$ cat config.mk
export PLATFORM = sky130hd
export DESIGN_NAME = charger_gauge_readout_converter_core
export DESIGN_NICKNAME = d
export VERILOG_FILES = /design/src/rtl/cgrc_pkg.sv /design/src/rtl/cgrc_ctrl.sv /design/src/rtl/cgrc_datapath.sv /design/src/rtl/charger_gauge_readout_converter_core.sv
export SDC_FILE = /design/constraint.sdc
export NUM_CORES = 1
export LEC_CHECK = 0
export ABC_AREA = 1
export BUFFER_PORTS_ARGS = -buffer_cell sky130_fd_sc_hd__buf_2
export CORE_ASPECT_RATIO = 1.1
export CORE_MARGIN = 10
export CORE_UTILIZATION = 35
export CTS_CLUSTER_DIAMETER = 150
export DETAILED_ROUTE_END_ITERATION = 12
export SLEW_MARGIN = 30
export SYNTH_ARGS = -nofsm -noshare
export SYNTH_HDL_FRONTEND = slang
export SYNTH_SLANG_ARGS = --single-unit
$ cat constraint.sdc
create_clock -name clk_i -period 4.7 [get_ports clk_i]
set_input_delay 1.41 -clock clk_i [delete_from_list [all_inputs] [get_ports clk_i]]
set_output_delay 1.41 -clock clk_i [all_outputs]
set_load 0.05 [all_outputs]
$ cat src/rtl/cgrc_pkg.sv
`timescale 1ns / 1ps
// ----------------------------------------------------------------------------
// cgrc_pkg
// Shared constants, thermistor table and controller/datapath types for the
// gauge readout converter.
// ----------------------------------------------------------------------------
package cgrc_pkg;

  localparam int TABLE_ENTRIES = 29;
  localparam int SEG_W         = $clog2(TABLE_ENTRIES);
  localparam int CODE_W        = 12;
  localparam int TEMP_W        = 8;
  localparam int CUR_W         = 11;
  localparam int VOLT_W        = 13;
  localparam int HEALTH_W      = 2;

  localparam int TEMP_BASE = -40;
  localparam int TEMP_STEP = 5;
  localparam logic signed [TEMP_W-1:0] TEMP_LOW  = -8'sd45;
  localparam logic signed [TEMP_W-1:0] TEMP_HIGH = TEMP_W'(TEMP_STEP * TABLE_ENTRIES - 45);

  localparam int CUR_ZERO  = 2048;
  localparam int CUR_GAIN  = 2929;
  localparam int CUR_DIV   = 10000;
  localparam int VOLT_GAIN = 112;
  localparam int VOLT_DIV  = 100;

  // Constant ratios as reciprocal multiplies, reciprocal rounded up; the shifts
  // keep the rounding error below one quotient step over the full code range
  localparam int     CUR_SHIFT  = 25;
  localparam int     VOLT_SHIFT = 17;
  localparam longint CUR_RECIP  = ((longint'(CUR_GAIN) << CUR_SHIFT) + CUR_DIV - 1)
                                  / CUR_DIV;
  localparam longint VOLT_RECIP = ((longint'(VOLT_GAIN) << VOLT_SHIFT) + VOLT_DIV - 1)
                                  / VOLT_DIV;
  localparam int     CPROD_W    = 36;   // max 2048*CUR_RECIP
  localparam int     VPROD_W    = 30;   // max 4095*VOLT_RECIP
  localparam int     TREM_W     = CODE_W + 3;

  localparam logic [HEALTH_W-1:0] HEALTH_GOOD     = 2'd0;
  localparam logic [HEALTH_W-1:0] HEALTH_COLD     = 2'd1;
  localparam logic [HEALTH_W-1:0] HEALTH_OVERHEAT = 2'd2;

  typedef struct packed {
    logic load;
    logic search_step;
    logic tdiv_step;
    logic out_load;
  } ctrl_cmd_t;

  typedef struct packed {
    logic search_end;
    logic search_interp;
    logic tdiv_last;
    logic out_free;
  } ctrl_sts_t;

  // Thermistor codes, strictly falling, one per 5 degree step from -40 C
  function automatic logic [CODE_W-1:0] therm_entry(input logic [SEG_W-1:0] idx);
    logic [CODE_W-1:0] val;
    case (idx)
      5'd0:    val = 12'd4020;
      5'd1:    val = 12'd3986;
      5'd2:    val = 12'd3939;
      5'd3:    val = 12'd3877;
      5'd4:    val = 12'd3759;
      5'd5:    val = 12'd3691;
      5'd6:    val = 12'd3562;
      5'd7:    val = 12'd3405;
      5'd8:    val = 12'd3222;
      5'd9:    val = 12'd3015;
      5'd10:   val = 12'd2787;
      5'd11:   val = 12'd2545;
      5'd12:   val = 12'd2296;
      5'd13:   val = 12'd2048;
      5'd14:   val = 12'd1808;
      5'd15:   val = 12'd1582;
      5'd16:   val = 12'd1374;
      5'd17:   val = 12'd1186;
      5'd18:   val = 12'd1020;
      5'd19:   val = 12'd874;
      5'd20:   val = 12'd747;
      5'd21:   val = 12'd639;
      5'd22:   val = 12'd546;
      5'd23:   val = 12'd467;
      5'd24:   val = 12'd400;
      5'd25:   val = 12'd343;
      5'd26:   val = 12'd295;
      5'd27:   val = 12'd254;
      5'd28:   val = 12'd220;
      default: val = '0;
    endcase
    return val;
  endfunction

endpackage

$ cat src/rtl/cgrc_ctrl.sv
`timescale 1ns / 1ps
// ----------------------------------------------------------------------------
// cgrc_ctrl
// Sequencer: table scan, interpolation quotient loop, result hand-off.
// ----------------------------------------------------------------------------
module cgrc_ctrl (
  input  logic                 clk_i,
  input  logic                 rst_ni,
  input  logic                 in_valid_i,
  output logic                 in_stall_o,
  output cgrc_pkg::ctrl_cmd_t  cmd_o,
  input  cgrc_pkg::ctrl_sts_t  sts_i
);

  typedef enum logic [3:0] {
    ST_IDLE   = 4'b0001,
    ST_SEARCH = 4'b0010,
    ST_TDIV   = 4'b0100,
    ST_DONE   = 4'b1000
  } state_e;

  state_e state_q, state_d;

  always_comb begin
    state_d    = state_q;
    cmd_o      = '0;
    in_stall_o = 1'b1;
    case (state_q)
      ST_IDLE: begin
        in_stall_o = 1'b0;
        if (in_valid_i) begin
          cmd_o.load = 1'b1;
          state_d    = ST_SEARCH;
        end
      end
      ST_SEARCH: begin
        cmd_o.search_step = 1'b1;
        if (sts_i.search_end) begin
          state_d = sts_i.search_interp ? ST_TDIV : ST_DONE;
        end
      end
      ST_TDIV: begin
        cmd_o.tdiv_step = 1'b1;
        if (sts_i.tdiv_last) begin
          state_d = ST_DONE;
        end
      end
      ST_DONE: begin
        // hold until the output register frees up
        if (sts_i.out_free) begin
          cmd_o.out_load = 1'b1;
          state_d        = ST_IDLE;
        end
      end
      default: begin
        state_d = ST_IDLE;
      end
    endcase
  end

  always_ff @(posedge clk_i or negedge rst_ni) begin
    if (!rst_ni) begin
      state_q <= ST_IDLE;
    end else begin
      state_q <= state_d;
    end
  end

endmodule

$ cat src/rtl/cgrc_datapath.sv
`timescale 1ns / 1ps
// ----------------------------------------------------------------------------
// cgrc_datapath
// Table scan, temperature interpolation, constant-ratio current and voltage
// scaling, health classing and the output register.
// ----------------------------------------------------------------------------
module cgrc_datapath (
  input  logic                                  clk_i,
  input  logic                                  rst_ni,
  input  cgrc_pkg::ctrl_cmd_t                   cmd_i,
  output cgrc_pkg::ctrl_sts_t                   sts_o,
  input  logic [cgrc_pkg::CODE_W-1:0]           therm_code_i,
  input  logic [cgrc_pkg::CODE_W-1:0]           current_code_i,
  input  logic [cgrc_pkg::CODE_W-1:0]           voltage_code_i,
  input  logic signed [cgrc_pkg::TEMP_W-1:0]    cold_limit_i,
  input  logic signed [cgrc_pkg::TEMP_W-1:0]    hot_limit_i,
  input  logic                                  out_stall_i,
  output logic                                  out_valid_o,
  output logic signed [cgrc_pkg::TEMP_W-1:0]    temp_celsius_o,
  output logic [cgrc_pkg::HEALTH_W-1:0]         health_class_o,
  output logic signed [cgrc_pkg::CUR_W-1:0]     current_ma_o,
  output logic [cgrc_pkg::VOLT_W-1:0]           voltage_mv_o
);

  // temperature path
  logic [cgrc_pkg::CODE_W-1:0]        code_q;
  logic [cgrc_pkg::SEG_W-1:0]         seg_q;
  logic signed [cgrc_pkg::TEMP_W-1:0] temp_q;
  logic [cgrc_pkg::CODE_W-1:0]        diff_q;
  logic [cgrc_pkg::TREM_W-1:0]        trem_q;
  logic [1:0]                         j_q;

  // current / voltage path
  logic                               cur_neg_q;
  logic [cgrc_pkg::CUR_W-1:0]         cur_abs_q;
  logic [cgrc_pkg::VOLT_W-1:0]        volt_mv_q;

  logic                               out_valid_q;

  logic [cgrc_pkg::CODE_W-1:0]        entry_cur;
  logic [cgrc_pkg::CODE_W-1:0]        entry_prev;
  logic                               hit;
  logic                               last;
  logic [cgrc_pkg::CODE_W-1:0]        offs;
  logic [cgrc_pkg::TREM_W-1:0]        numer;
  logic [cgrc_pkg::TREM_W-1:0]        tsub;
  logic signed [cgrc_pkg::TEMP_W-1:0] tdec;
  logic signed [cgrc_pkg::TEMP_W-1:0] upper;
  logic [cgrc_pkg::CODE_W-1:0]        cur_mag;
  logic [cgrc_pkg::CPROD_W-1:0]       cprod;
  logic [cgrc_pkg::VPROD_W-1:0]       vprod;
  logic [cgrc_pkg::HEALTH_W-1:0]      health;

  assign entry_cur  = cgrc_pkg::therm_entry(seg_q);
  assign entry_prev = cgrc_pkg::therm_entry(seg_q - 1'b1);
  assign hit        = code_q > entry_cur;
  assign last       = seg_q == cgrc_pkg::SEG_W'(cgrc_pkg::TABLE_ENTRIES - 1);
  assign offs       = code_q - entry_cur;
  assign numer      = (cgrc_pkg::TREM_W'(offs) << 2) + cgrc_pkg::TREM_W'(offs);
  assign upper      = cgrc_pkg::TEMP_W'(cgrc_pkg::TEMP_BASE
                                        + cgrc_pkg::TEMP_STEP * int'(seg_q));
  assign tsub       = cgrc_pkg::TREM_W'(diff_q) << j_q;
  assign tdec       = cgrc_pkg::TEMP_W'(3'b001 << j_q);

  assign cur_mag = current_code_i[cgrc_pkg::CODE_W-1]
                 ? {1'b0, current_code_i[cgrc_pkg::CODE_W-2:0]}
                 : cgrc_pkg::CODE_W'(cgrc_pkg::CUR_ZERO) - current_code_i;
  assign cprod   = cgrc_pkg::CPROD_W'(cur_mag) * cgrc_pkg::CPROD_W'(cgrc_pkg::CUR_RECIP);
  assign vprod   = cgrc_pkg::VPROD_W'(voltage_code_i)
                 * cgrc_pkg::VPROD_W'(cgrc_pkg::VOLT_RECIP);

  always_comb begin
    if (temp_q < cold_limit_i) begin
      health = cgrc_pkg::HEALTH_COLD;
    end else if (temp_q > hot_limit_i) begin
      health = cgrc_pkg::HEALTH_OVERHEAT;
    end else begin
      health = cgrc_pkg::HEALTH_GOOD;
    end
  end

  assign sts_o.search_end    = hit | last;
  assign sts_o.search_interp = hit & (seg_q != '0);
  assign sts_o.tdiv_last     = j_q == 2'd0;
  assign sts_o.out_free      = !out_valid_q || !out_stall_i;

  // table scan and interpolation
  always_ff @(posedge clk_i) begin
    if (cmd_i.load) begin
      code_q <= therm_code_i;
      seg_q  <= '0;
    end else if (cmd_i.search_step) begin
      if (!(hit | last)) begin
        seg_q <= seg_q + 1'b1;
      end else if (hit && seg_q != '0) begin
        temp_q <= upper;
        diff_q <= entry_prev - entry_cur;
        trem_q <= numer;
        j_q    <= 2'd2;
      end else if (hit) begin
        temp_q <= cgrc_pkg::TEMP_LOW;
      end else begin
        temp_q <= cgrc_pkg::TEMP_HIGH;
      end
    end else if (cmd_i.tdiv_step) begin
      // one quotient bit per cycle, taken straight off the temperature
      if (trem_q >= tsub) begin
        trem_q <= trem_q - tsub;
        temp_q <= temp_q - tdec;
      end
      j_q <= j_q - 1'b1;
    end
  end

  // current and voltage: scale on the input beat by reciprocal multiplication
  always_ff @(posedge clk_i) begin
    if (cmd_i.load) begin
      cur_neg_q <= !current_code_i[cgrc_pkg::CODE_W-1];
      cur_abs_q <= cprod[cgrc_pkg::CUR_SHIFT +: cgrc_pkg::CUR_W];
      volt_mv_q <= vprod[cgrc_pkg::VOLT_SHIFT +: cgrc_pkg::VOLT_W];
    end
  end

  // output register
  always_ff @(posedge clk_i or negedge rst_ni) begin
    if (!rst_ni) begin
      out_valid_q <= 1'b0;
    end else if (cmd_i.out_load) begin
      out_valid_q <= 1'b1;
    end else if (!out_stall_i) begin
      out_valid_q <= 1'b0;
    end
  end

  always_ff @(posedge clk_i) begin
    if (cmd_i.out_load) begin
      temp_celsius_o <= temp_q;
      health_class_o <= health;
      current_ma_o   <= cur_neg_q ? cgrc_pkg::CUR_W'(0) - cur_abs_q : cur_abs_q;
      voltage_mv_o   <= volt_mv_q;
    end
  end

  assign out_valid_o = out_valid_q;

endmodule

$ cat src/rtl/charger_gauge_readout_converter_core.sv
`timescale 1ns / 1ps
// ----------------------------------------------------------------------------
// charger_gauge_readout_converter_core
// Converts one raw gauge sample into temperature, health class, current and
// voltage; cold and hot limits sit behind an APB-style register port.
// ----------------------------------------------------------------------------
// The thermistor table is scanned one entry a cycle, interpolation adds a quotient
// loop, and the result is loaded into the output register once it is free; current and
// voltage are scaled on the input beat. Throughput: one item at a time; the next
// input beat is taken the cycle after the result enters the output register.
// Reset: limits return to 10 and 60, no result pending, ready for input.
module charger_gauge_readout_converter_core (
  input  logic                                  clk_i,
  input  logic                                  rst_ni,
  input  logic                                  psel,
  input  logic                                  penable,
  input  logic                                  pwrite,
  input  logic [2:0]                            paddr,
  input  logic [31:0]                           pwdata,
  output logic [31:0]                           prdata,
  output logic                                  pready,
  input  logic                                  in_valid_i,
  output logic                                  in_stall_o,
  input  logic [cgrc_pkg::CODE_W-1:0]           therm_code_i,
  input  logic [cgrc_pkg::CODE_W-1:0]           current_code_i,
  input  logic [cgrc_pkg::CODE_W-1:0]           voltage_code_i,
  output logic                                  out_valid_o,
  input  logic                                  out_stall_i,
  output logic signed [cgrc_pkg::TEMP_W-1:0]    temp_celsius_o,
  output logic [cgrc_pkg::HEALTH_W-1:0]         health_class_o,
  output logic signed [cgrc_pkg::CUR_W-1:0]     current_ma_o,
  output logic [cgrc_pkg::VOLT_W-1:0]           voltage_mv_o
);

  localparam logic REG_COLD = 1'b0;
  localparam logic REG_HOT  = 1'b1;

  logic signed [cgrc_pkg::TEMP_W-1:0] cold_q;
  logic signed [cgrc_pkg::TEMP_W-1:0] hot_q;
  logic                               wr_en;
  logic                               reg_idx;
  cgrc_pkg::ctrl_cmd_t                cmd;
  cgrc_pkg::ctrl_sts_t                sts;

  assign pready  = 1'b1;
  assign wr_en   = psel && penable && pwrite;
  assign reg_idx = paddr[2];

  always_ff @(posedge clk_i or negedge rst_ni) begin
    if (!rst_ni) begin
      cold_q <= 8'sd10;
      hot_q  <= 8'sd60;
    end else if (wr_en) begin
      case (reg_idx)
        REG_COLD: cold_q <= pwdata[cgrc_pkg::TEMP_W-1:0];
        REG_HOT:  hot_q  <= pwdata[cgrc_pkg::TEMP_W-1:0];
        default: begin
          cold_q <= cold_q;
        end
      endcase
    end
  end

  always_comb begin
    case (reg_idx)
      REG_COLD: prdata = 32'(cold_q);
      REG_HOT:  prdata = 32'(hot_q);
      default:  prdata = '0;
    endcase
  end

  cgrc_ctrl u_ctrl (
    .clk_i      (clk_i),
    .rst_ni     (rst_ni),
    .in_valid_i (in_valid_i),
    .in_stall_o (in_stall_o),
    .cmd_o      (cmd),
    .sts_i      (sts)
  );

  cgrc_datapath u_datapath (
    .clk_i          (clk_i),
    .rst_ni         (rst_ni),
    .cmd_i          (cmd),
    .sts_o          (sts),
    .therm_code_i   (therm_code_i),
    .current_code_i (current_code_i),
    .voltage_code_i (voltage_code_i),
    .cold_limit_i   (cold_q),
    .hot_limit_i    (hot_q),
    .out_stall_i    (out_stall_i),
    .out_valid_o    (out_valid_o),
    .temp_celsius_o (temp_celsius_o),
    .health_class_o (health_class_o),
    .current_ma_o   (current_ma_o),
    .voltage_mv_o   (voltage_mv_o)
  );

endmodule
==> results of run 1 <==
## per-stage QoR
| step | worst slack (ps) | cells | util, % |
|---|---|---|---|
| after floorplan | -1980 | 2219 | - |
| after global routing | -1880 | 3260 | 45.4 |
| after global placement | -2420 | 3204 | 41.9 |
| final | -1650 | 3260 | 45.4 |
| after detailed placement | -2510 | 3205 | 42.0 |
| after CTS | -1550 | 3253 | 44.5 |
## cell families after synthesis
| logic type | count (synthesis) | share of synthesized area (%) |
|---|---|---|
| DFF | 146 | 22.1 |
| AOI/OAI and AO/OA | 346 | 10.3 |
| adders and majority gates | 442 | 36.7 |
| muxes | 1 | 0.0538 |
| buffers and inverters | 533 | 11.5 |
| xor gates and xnor gates | 78 | 3.72 |
| other | 1 | 0.0202 |
| and+or+nand+nor | 672 | 15.6 |
## state kept, by name (all words and copies together), names as in the netlist
| name | cells |
|---|---|
| u_datapath.trem_q | 15 |
| u_datapath.volt_mv_q | 13 |
| u_datapath.voltage_mv_o | 13 |
| u_datapath.code_q | 12 |
| u_datapath.diff_q | 12 |
| u_datapath.entry_cur | 12 |
| u_datapath.cur_abs_q | 11 |
| u_datapath.current_ma_o | 11 |
| cold_q | 8 |
| hot_q | 8 |
| u_datapath.temp_celsius_o | 8 |
| u_datapath.temp_q | 8 |
| u_datapath.seg_q | 5 |
| u_ctrl.state_q | 4 |
| u_datapath.health_class_o | 2 |
| u_datapath.j_q | 2 |
| u_datapath.cur_neg_q | 1 |
| u_datapath.out_valid_o | 1 |
## path summary, 6_finish.rpt
path	end	depth (start not counted)
min in group asynchronous	u_ctrl.state_q[1]	1
max in group asynchronous	cold_q[1]	1
setup reg to reg	u_datapath.diff_q[11]	21
setup / recovery	u_datapath.cur_abs_q[8]	27
hold / removal	u_datapath.voltage_mv_o[0]	0
hold reg to reg	u_datapath.voltage_mv_o[0]	0
## layout make-up
class	instances	area [um2]	share of cell area (%)
multi-input cells	1540	13700	57.4
repair buffers	381	2770	11.6
clock buffers	21	493	2.07
flip-flops and latches	146	4120	17.3
well taps	675	845	3.54
inverters	486	1850	7.75
clock inverters	11	88.8	0.373
## cell usage in the layout, fill, tap and decap left out, drive strengths merged, types with 2 or more instances in the layout
cell type | netlist | routed
inv | 482 | 489
nand2 | 388 | 388
buf | 30 | 381
ha | 271 | 271
fa | 171 | 171
a21oi | 137 | 137
o21ai | 133 | 133
nor2 | 112 | 112
edfxtp | 108 | 108
nand3 | 99 | 99
xor2 | 62 | 62
nor3 | 24 | 24
nand4 | 22 | 22
clkbuf | 17 | 21
dfxtp | 17 | 17
or2 | 17 | 17
a31oi | 17 | 17
xnor2 | 16 | 16
dfrtp | 14 | 14
a21o | 10 | 10
o211ai | 7 | 7
dfstp | 7 | 7
clkinv | 4 | 7
o21a | 6 | 6
a211oi | 6 | 6
o22ai | 5 | 5
o2111ai | 5 | 5
o21bai | 5 | 5
nor4 | 5 | 5
a21boi | 4 | 4
a22oi | 3 | 3
nand3b | 2 | 2
and3 | 2 | 2
## worst reg2reg max path, delay by kind of cell (launching register included)
| kind | cells | cell delay [ps] |
|---|---|---|
| xor gates and xnor gates | 1 | 190 |
| DFF | 1 | 560 |
| and+or+nand+nor | 10 | 1030 |
| adders and majority gates | 2 | 620 |
| buffers and inverters | 2 | 610 |
| AOI/OAI and AO/OA | 6 | 890 |
## layer usage
layer / vias to the layer above / global-route usage (%)
met5: - / 0
met4: 0 / 5.38
met3: 76 / 2.61
met2: 292 / 29.6
met1: 7373 / 19.1
li1: 7839 / -
## repair_timing
item	in CTS	in global routing
hold buffers	0	0
gates resized for setup	135	96
pin swaps	91	72
setup buffers	16	10
endpoints found under the setup margin	24	24
hold endpoints to repair	0	0
==> reports/metrics.yaml, run 1 <==
layout:
  synthToLayoutAreaGrowth_pct: 28.3
  diodes: 0
  fillers: 4999
  nets: 3092
  layout-drive-gt1-share_pct: 26.9
  post-route-cell-area_um2: 23800
yosys:
  synth.largest_area_cell: "fa_1"
  ys.flop_type: "edfxtp_1"
  synth_edf_count: 108
  avgSynthCellArea_um2: 8.38
  yosysMostFrequentCell: "inv_1"
  syn-cell-area_um2: 18600
  netlist_top_cells_count: "478 x inv_1, 377 x nand2_1, 271 x ha_1, 171 x fa_1, 136 x a21oi_1"
  yosysWarnings: 0
  netlist_top_cells_area: "fa_1 18%, ha_1 18%, edfxtp_1 17%"
  synth-async-reset-ratio_pct: 14.4
  syn-num-nets: 2739
  synth_top_cell_area_share_pct: 18.4
  synthCells: 2219
  yosysSeqAreaShare_pct: 22.1
  ys_types: 59
  ys_ff_latch: 146
global_routing:
  track_usage_pct: 16.3
  grt_pass1_vias: 16359
  antenna_found_initial: 0
  overflow: 0
  grt_start_max_net_pins: 39
  grt_pass1_wl_um: 81700
place:
  port_buffers: 119
  placed_cell_area_um2: 22100
  gp_congestion: 0.929
  dp.final_hpwl_um: 42100
setup_path:
  crit_path_max_fanout: 5
  cp-end-kind: "flop"
  required_ps: 4930
  critPathTopFamily: "adder cells"
  path_buf_inv: 8
  startpoint_type: "input pin"
  reg2reg_slack_ps: 630
  crit_type: "in -> reg"
  slowest_stage: "fa_2"
  cp-startpoint: "current_code_i[1]"
  arrival_ps: 6580
  cp_slowest_stage_delay_ps: 670
  timing.rr.start: "u_datapath.seg_q[2]"
route:
  wl_met1_um: 21500
  drt_pass1_iterations: 5
  avgViaCountPerCell: 4.78
  highest_layer: "met4"
  postRouteAntennaNets: 0
  route.met3.wl_um: 1830
  met2_length_um: 25800
  num_vias: 15580
  drt_wl_total_um: 50500
  routedWlPerCell_um: 15.5
  dr.first_iter.drc_count: 792
  drc_errors: 0
timing:
  hold_viol: 0
  setup_viol: 24
  rsz0062_at_grt: "yes"
  fmax_mhz: 157
  max_slew_margin_pct: 53.4
  timing.final.crit_share_pct: 135
  skew_ps: 18.1
  slew_viol_final: 0
  tns_ps: -23340
  setup_ws_ps: -1650
  fin_crit_ps: 6350
  max_slew.worst_pin.slew_ps: 698
  holdWs_ps: 412
status:
  status: "finished, violations left"
  violations: "setup timing"
hold_path:
  min_path_type: "reg -> reg"
  hp-start: "u_datapath.volt_mv_q[0]"
cts:
  clkSinkCount: 146
  htree_levels: 4
  clkTransAtPathRegs_ps: 60
  cts_max_path_buffers: 2
  cts_root_buffer: "clkbuf_16"
  clock_latency_ps: 480
  cts_tree: "built"
  cts_buffers: 17
floorplan:
  die_height_um: 262
  die_w_um: 240
  placementRows: 88
  core_area_um2: 52500
  die_area_um2: 62700
  start_util_pct: 35.4
  ios: 147
job:
  drv_cap: 0
Power of run 1 is not shown: default switching activity piles up to over one toggle a cycle in this logic, so the estimate is an artifact.
==> inputs of run 2 (changes only) <==
- clock period: 4.7 -> 7.9 ns (I/O delays scaled with it)
==> reports/metrics.yaml, run 2 (synthesis gave the netlist of run 1 again) <==
status:
  status: "completed"
setup_path:
  reg2reg_slack_ps: 3090
  arrival_ps: 7780
  timing.rr.start: "u_datapath.seg_q[0]"
  slowest_stage: "fa_1"
  cp_slowest_stage_delay_ps: 560
  cp-end-kind: "flop"
  crit_path_max_fanout: 4
  r2r_end: "u_datapath.diff_q[11]"
  crit_type: "in -> reg"
  reg2reg_depth: 18
  required_ps: 8090
  startpoint_type: "input pin"
  cpMostUsedCell: "inv_1"
global_routing:
  grt_pass1_wl_um: 77700
  grt_start_max_net_pins: 41
  met2_usage_pct: 27.6
  antenna_found_initial: 0
  grt_pass1_vias: 15726
  grtUsageMet1_pct: 18.5
  use_met3_pct: 1.93
  top_usage_layer: "met2"
  track_usage_pct: 15.2
  overflow: 0
timing:
  skew_ps: 13.2
  hold_viol: 0
  fmax_mhz: 132
  timing.final.crit_share_pct: 96.2
  max_slew_margin_pct: 45.7
  holdWs_ps: 425
  fin_crit_ps: 7600
  slew_viol_final: 0
  setup_viol: 0
  max_slew.worst_pin.slew_ps: 813
layout:
  nets: 2937
  synthToLayoutAreaGrowth_pct: 15.4
  final_common_cell: "inv_1"
  regArea_um2: 4120
  layout-drive-gt1-share_pct: 15.3
  reg_top3: "u_datapath.trem_q x15, u_datapath.volt_mv_q x13, u_datapath.voltage_mv_o x13"
  multi_input_area_um2: 12700
  largest-register: "u_datapath.trem_q"
  layout_common_cells: "473 x inv_1, 372 x nand2_1, 264 x ha_1"
  diodes: 0
  fillers: 5266
  largest_reg_flops: 15
cts:
  clkSinkCount: 146
  clkTransAtPathRegs_ps: 70
  cts_root_buffer: "clkbuf_16"
  htree_levels: 4
  clock_latency_ps: 440
  cts_tree: "built"
  cts_max_path_buffers: 2
  cts_buffers: 17
floorplan:
  die_area_um2: 62700
  die_height_um: 262
  core_area_um2: 52500
  placementRows: 88
  die_w_um: 240
  start_util_pct: 35.4
  ios: 147
job:
  drv_cap: 0
route:
  drt_wl_total_um: 46700
  drc_errors: 0
  dr.first_iter.drc_count: 621
  routedWlPerCell_um: 15.0
  drt_pass1_iterations: 5
  num_vias: 14991
  avgViaCountPerCell: 4.83
  postRouteAntennaNets: 0
hold_path:
  hold-path-endpoint: "u_datapath.voltage_mv_o[7]"
  holdPathStages: 0
  min_path_type: "reg -> reg"
  hp-start: "u_datapath.volt_mv_q[7]"
place:
  dp.final_hpwl_um: 39400
  port_buffers: 119
  gp_congestion: 0.933
==> run 2: cell types whose count changed in the layout (fill, tap and decap cells not counted), sizes merged <==
cell,change
buf,-155
clkbuf,-4
clkinv,+1
inv,+3
==> run 2: critical path, delay by kind of cell <==
family | cells | cell delay, ps
xor gates and xnor gates | 2 | 340
adders and majority gates | 7 | 3010
buffers and inverters | 10 | 880
AOI/OAI and AO/OA | 3 | 430
and+or+nand+nor | 7 | 760
==> run 2: area by class of cell <==
type                    instances  area share, %
clock buffers                  17           1.98
multi-input cells            1540           59.1
inverters                     486           8.53
well taps                     675           3.94
flip-flops and latches        146           19.2
clock inverters                15          0.642
repair buffers                226           6.63
==> run 2: worst max-delay path by stage <==
stage                           start                  endpoint  slack (ps)  cells after the start
floorplan           current_code_i[0]   u_datapath.cur_abs_q[6]          50                     26
global placement    current_code_i[0]   u_datapath.cur_abs_q[8]        -440                     28
detailed placement  current_code_i[1]   u_datapath.cur_abs_q[8]        -470                     26
CTS                 current_code_i[1]  u_datapath.cur_abs_q[10]          40                     26
global route        current_code_i[0]  u_datapath.cur_abs_q[10]         -30                     32
finish              current_code_i[0]   u_datapath.cur_abs_q[7]         300                     29
==> run 2: routing by layer <==
| metal | vias to the layer above | part of all wire [%] |
|---|---|---|
| met1 | 7141 | 44 |
| met5 | - | 0 |
| li1 | 7528 | - |
| met3 | 61 | 3.3 |
| met2 | 261 | 50 |
| met4 | 0 | 2.2 |
==> run 2: through the flow <==
step / util [%] / instances / setup WS [ps] / cell area [um2] / setup TNS (ps)
after floorplan: - / 2219 / 47.4 / 18600 / 0
after global placement: 39.0 / 3067 / -437 / 20500 / -3800
after detailed placement: 39.1 / 3068 / -472 / 20500 / -4070
after CTS: 40.2 / 3100 / 43.4 / 21100 / 0
after global routing: 40.8 / 3105 / -27.0 / 21500 / -83.9
final: 40.8 / 3105 / 302 / 21500 / 0
==> run 2: repair_timing <==
item                                    in CTS  in global routing
endpoints found under the setup margin       1                 11
gates resized for setup                      1                 66
hold buffers                                 0                  0
gates cloned                                 0                  0
buffers inserted                             0                  5
pin swaps                                    0                 32
Power of run 2 is left out for the same reason.
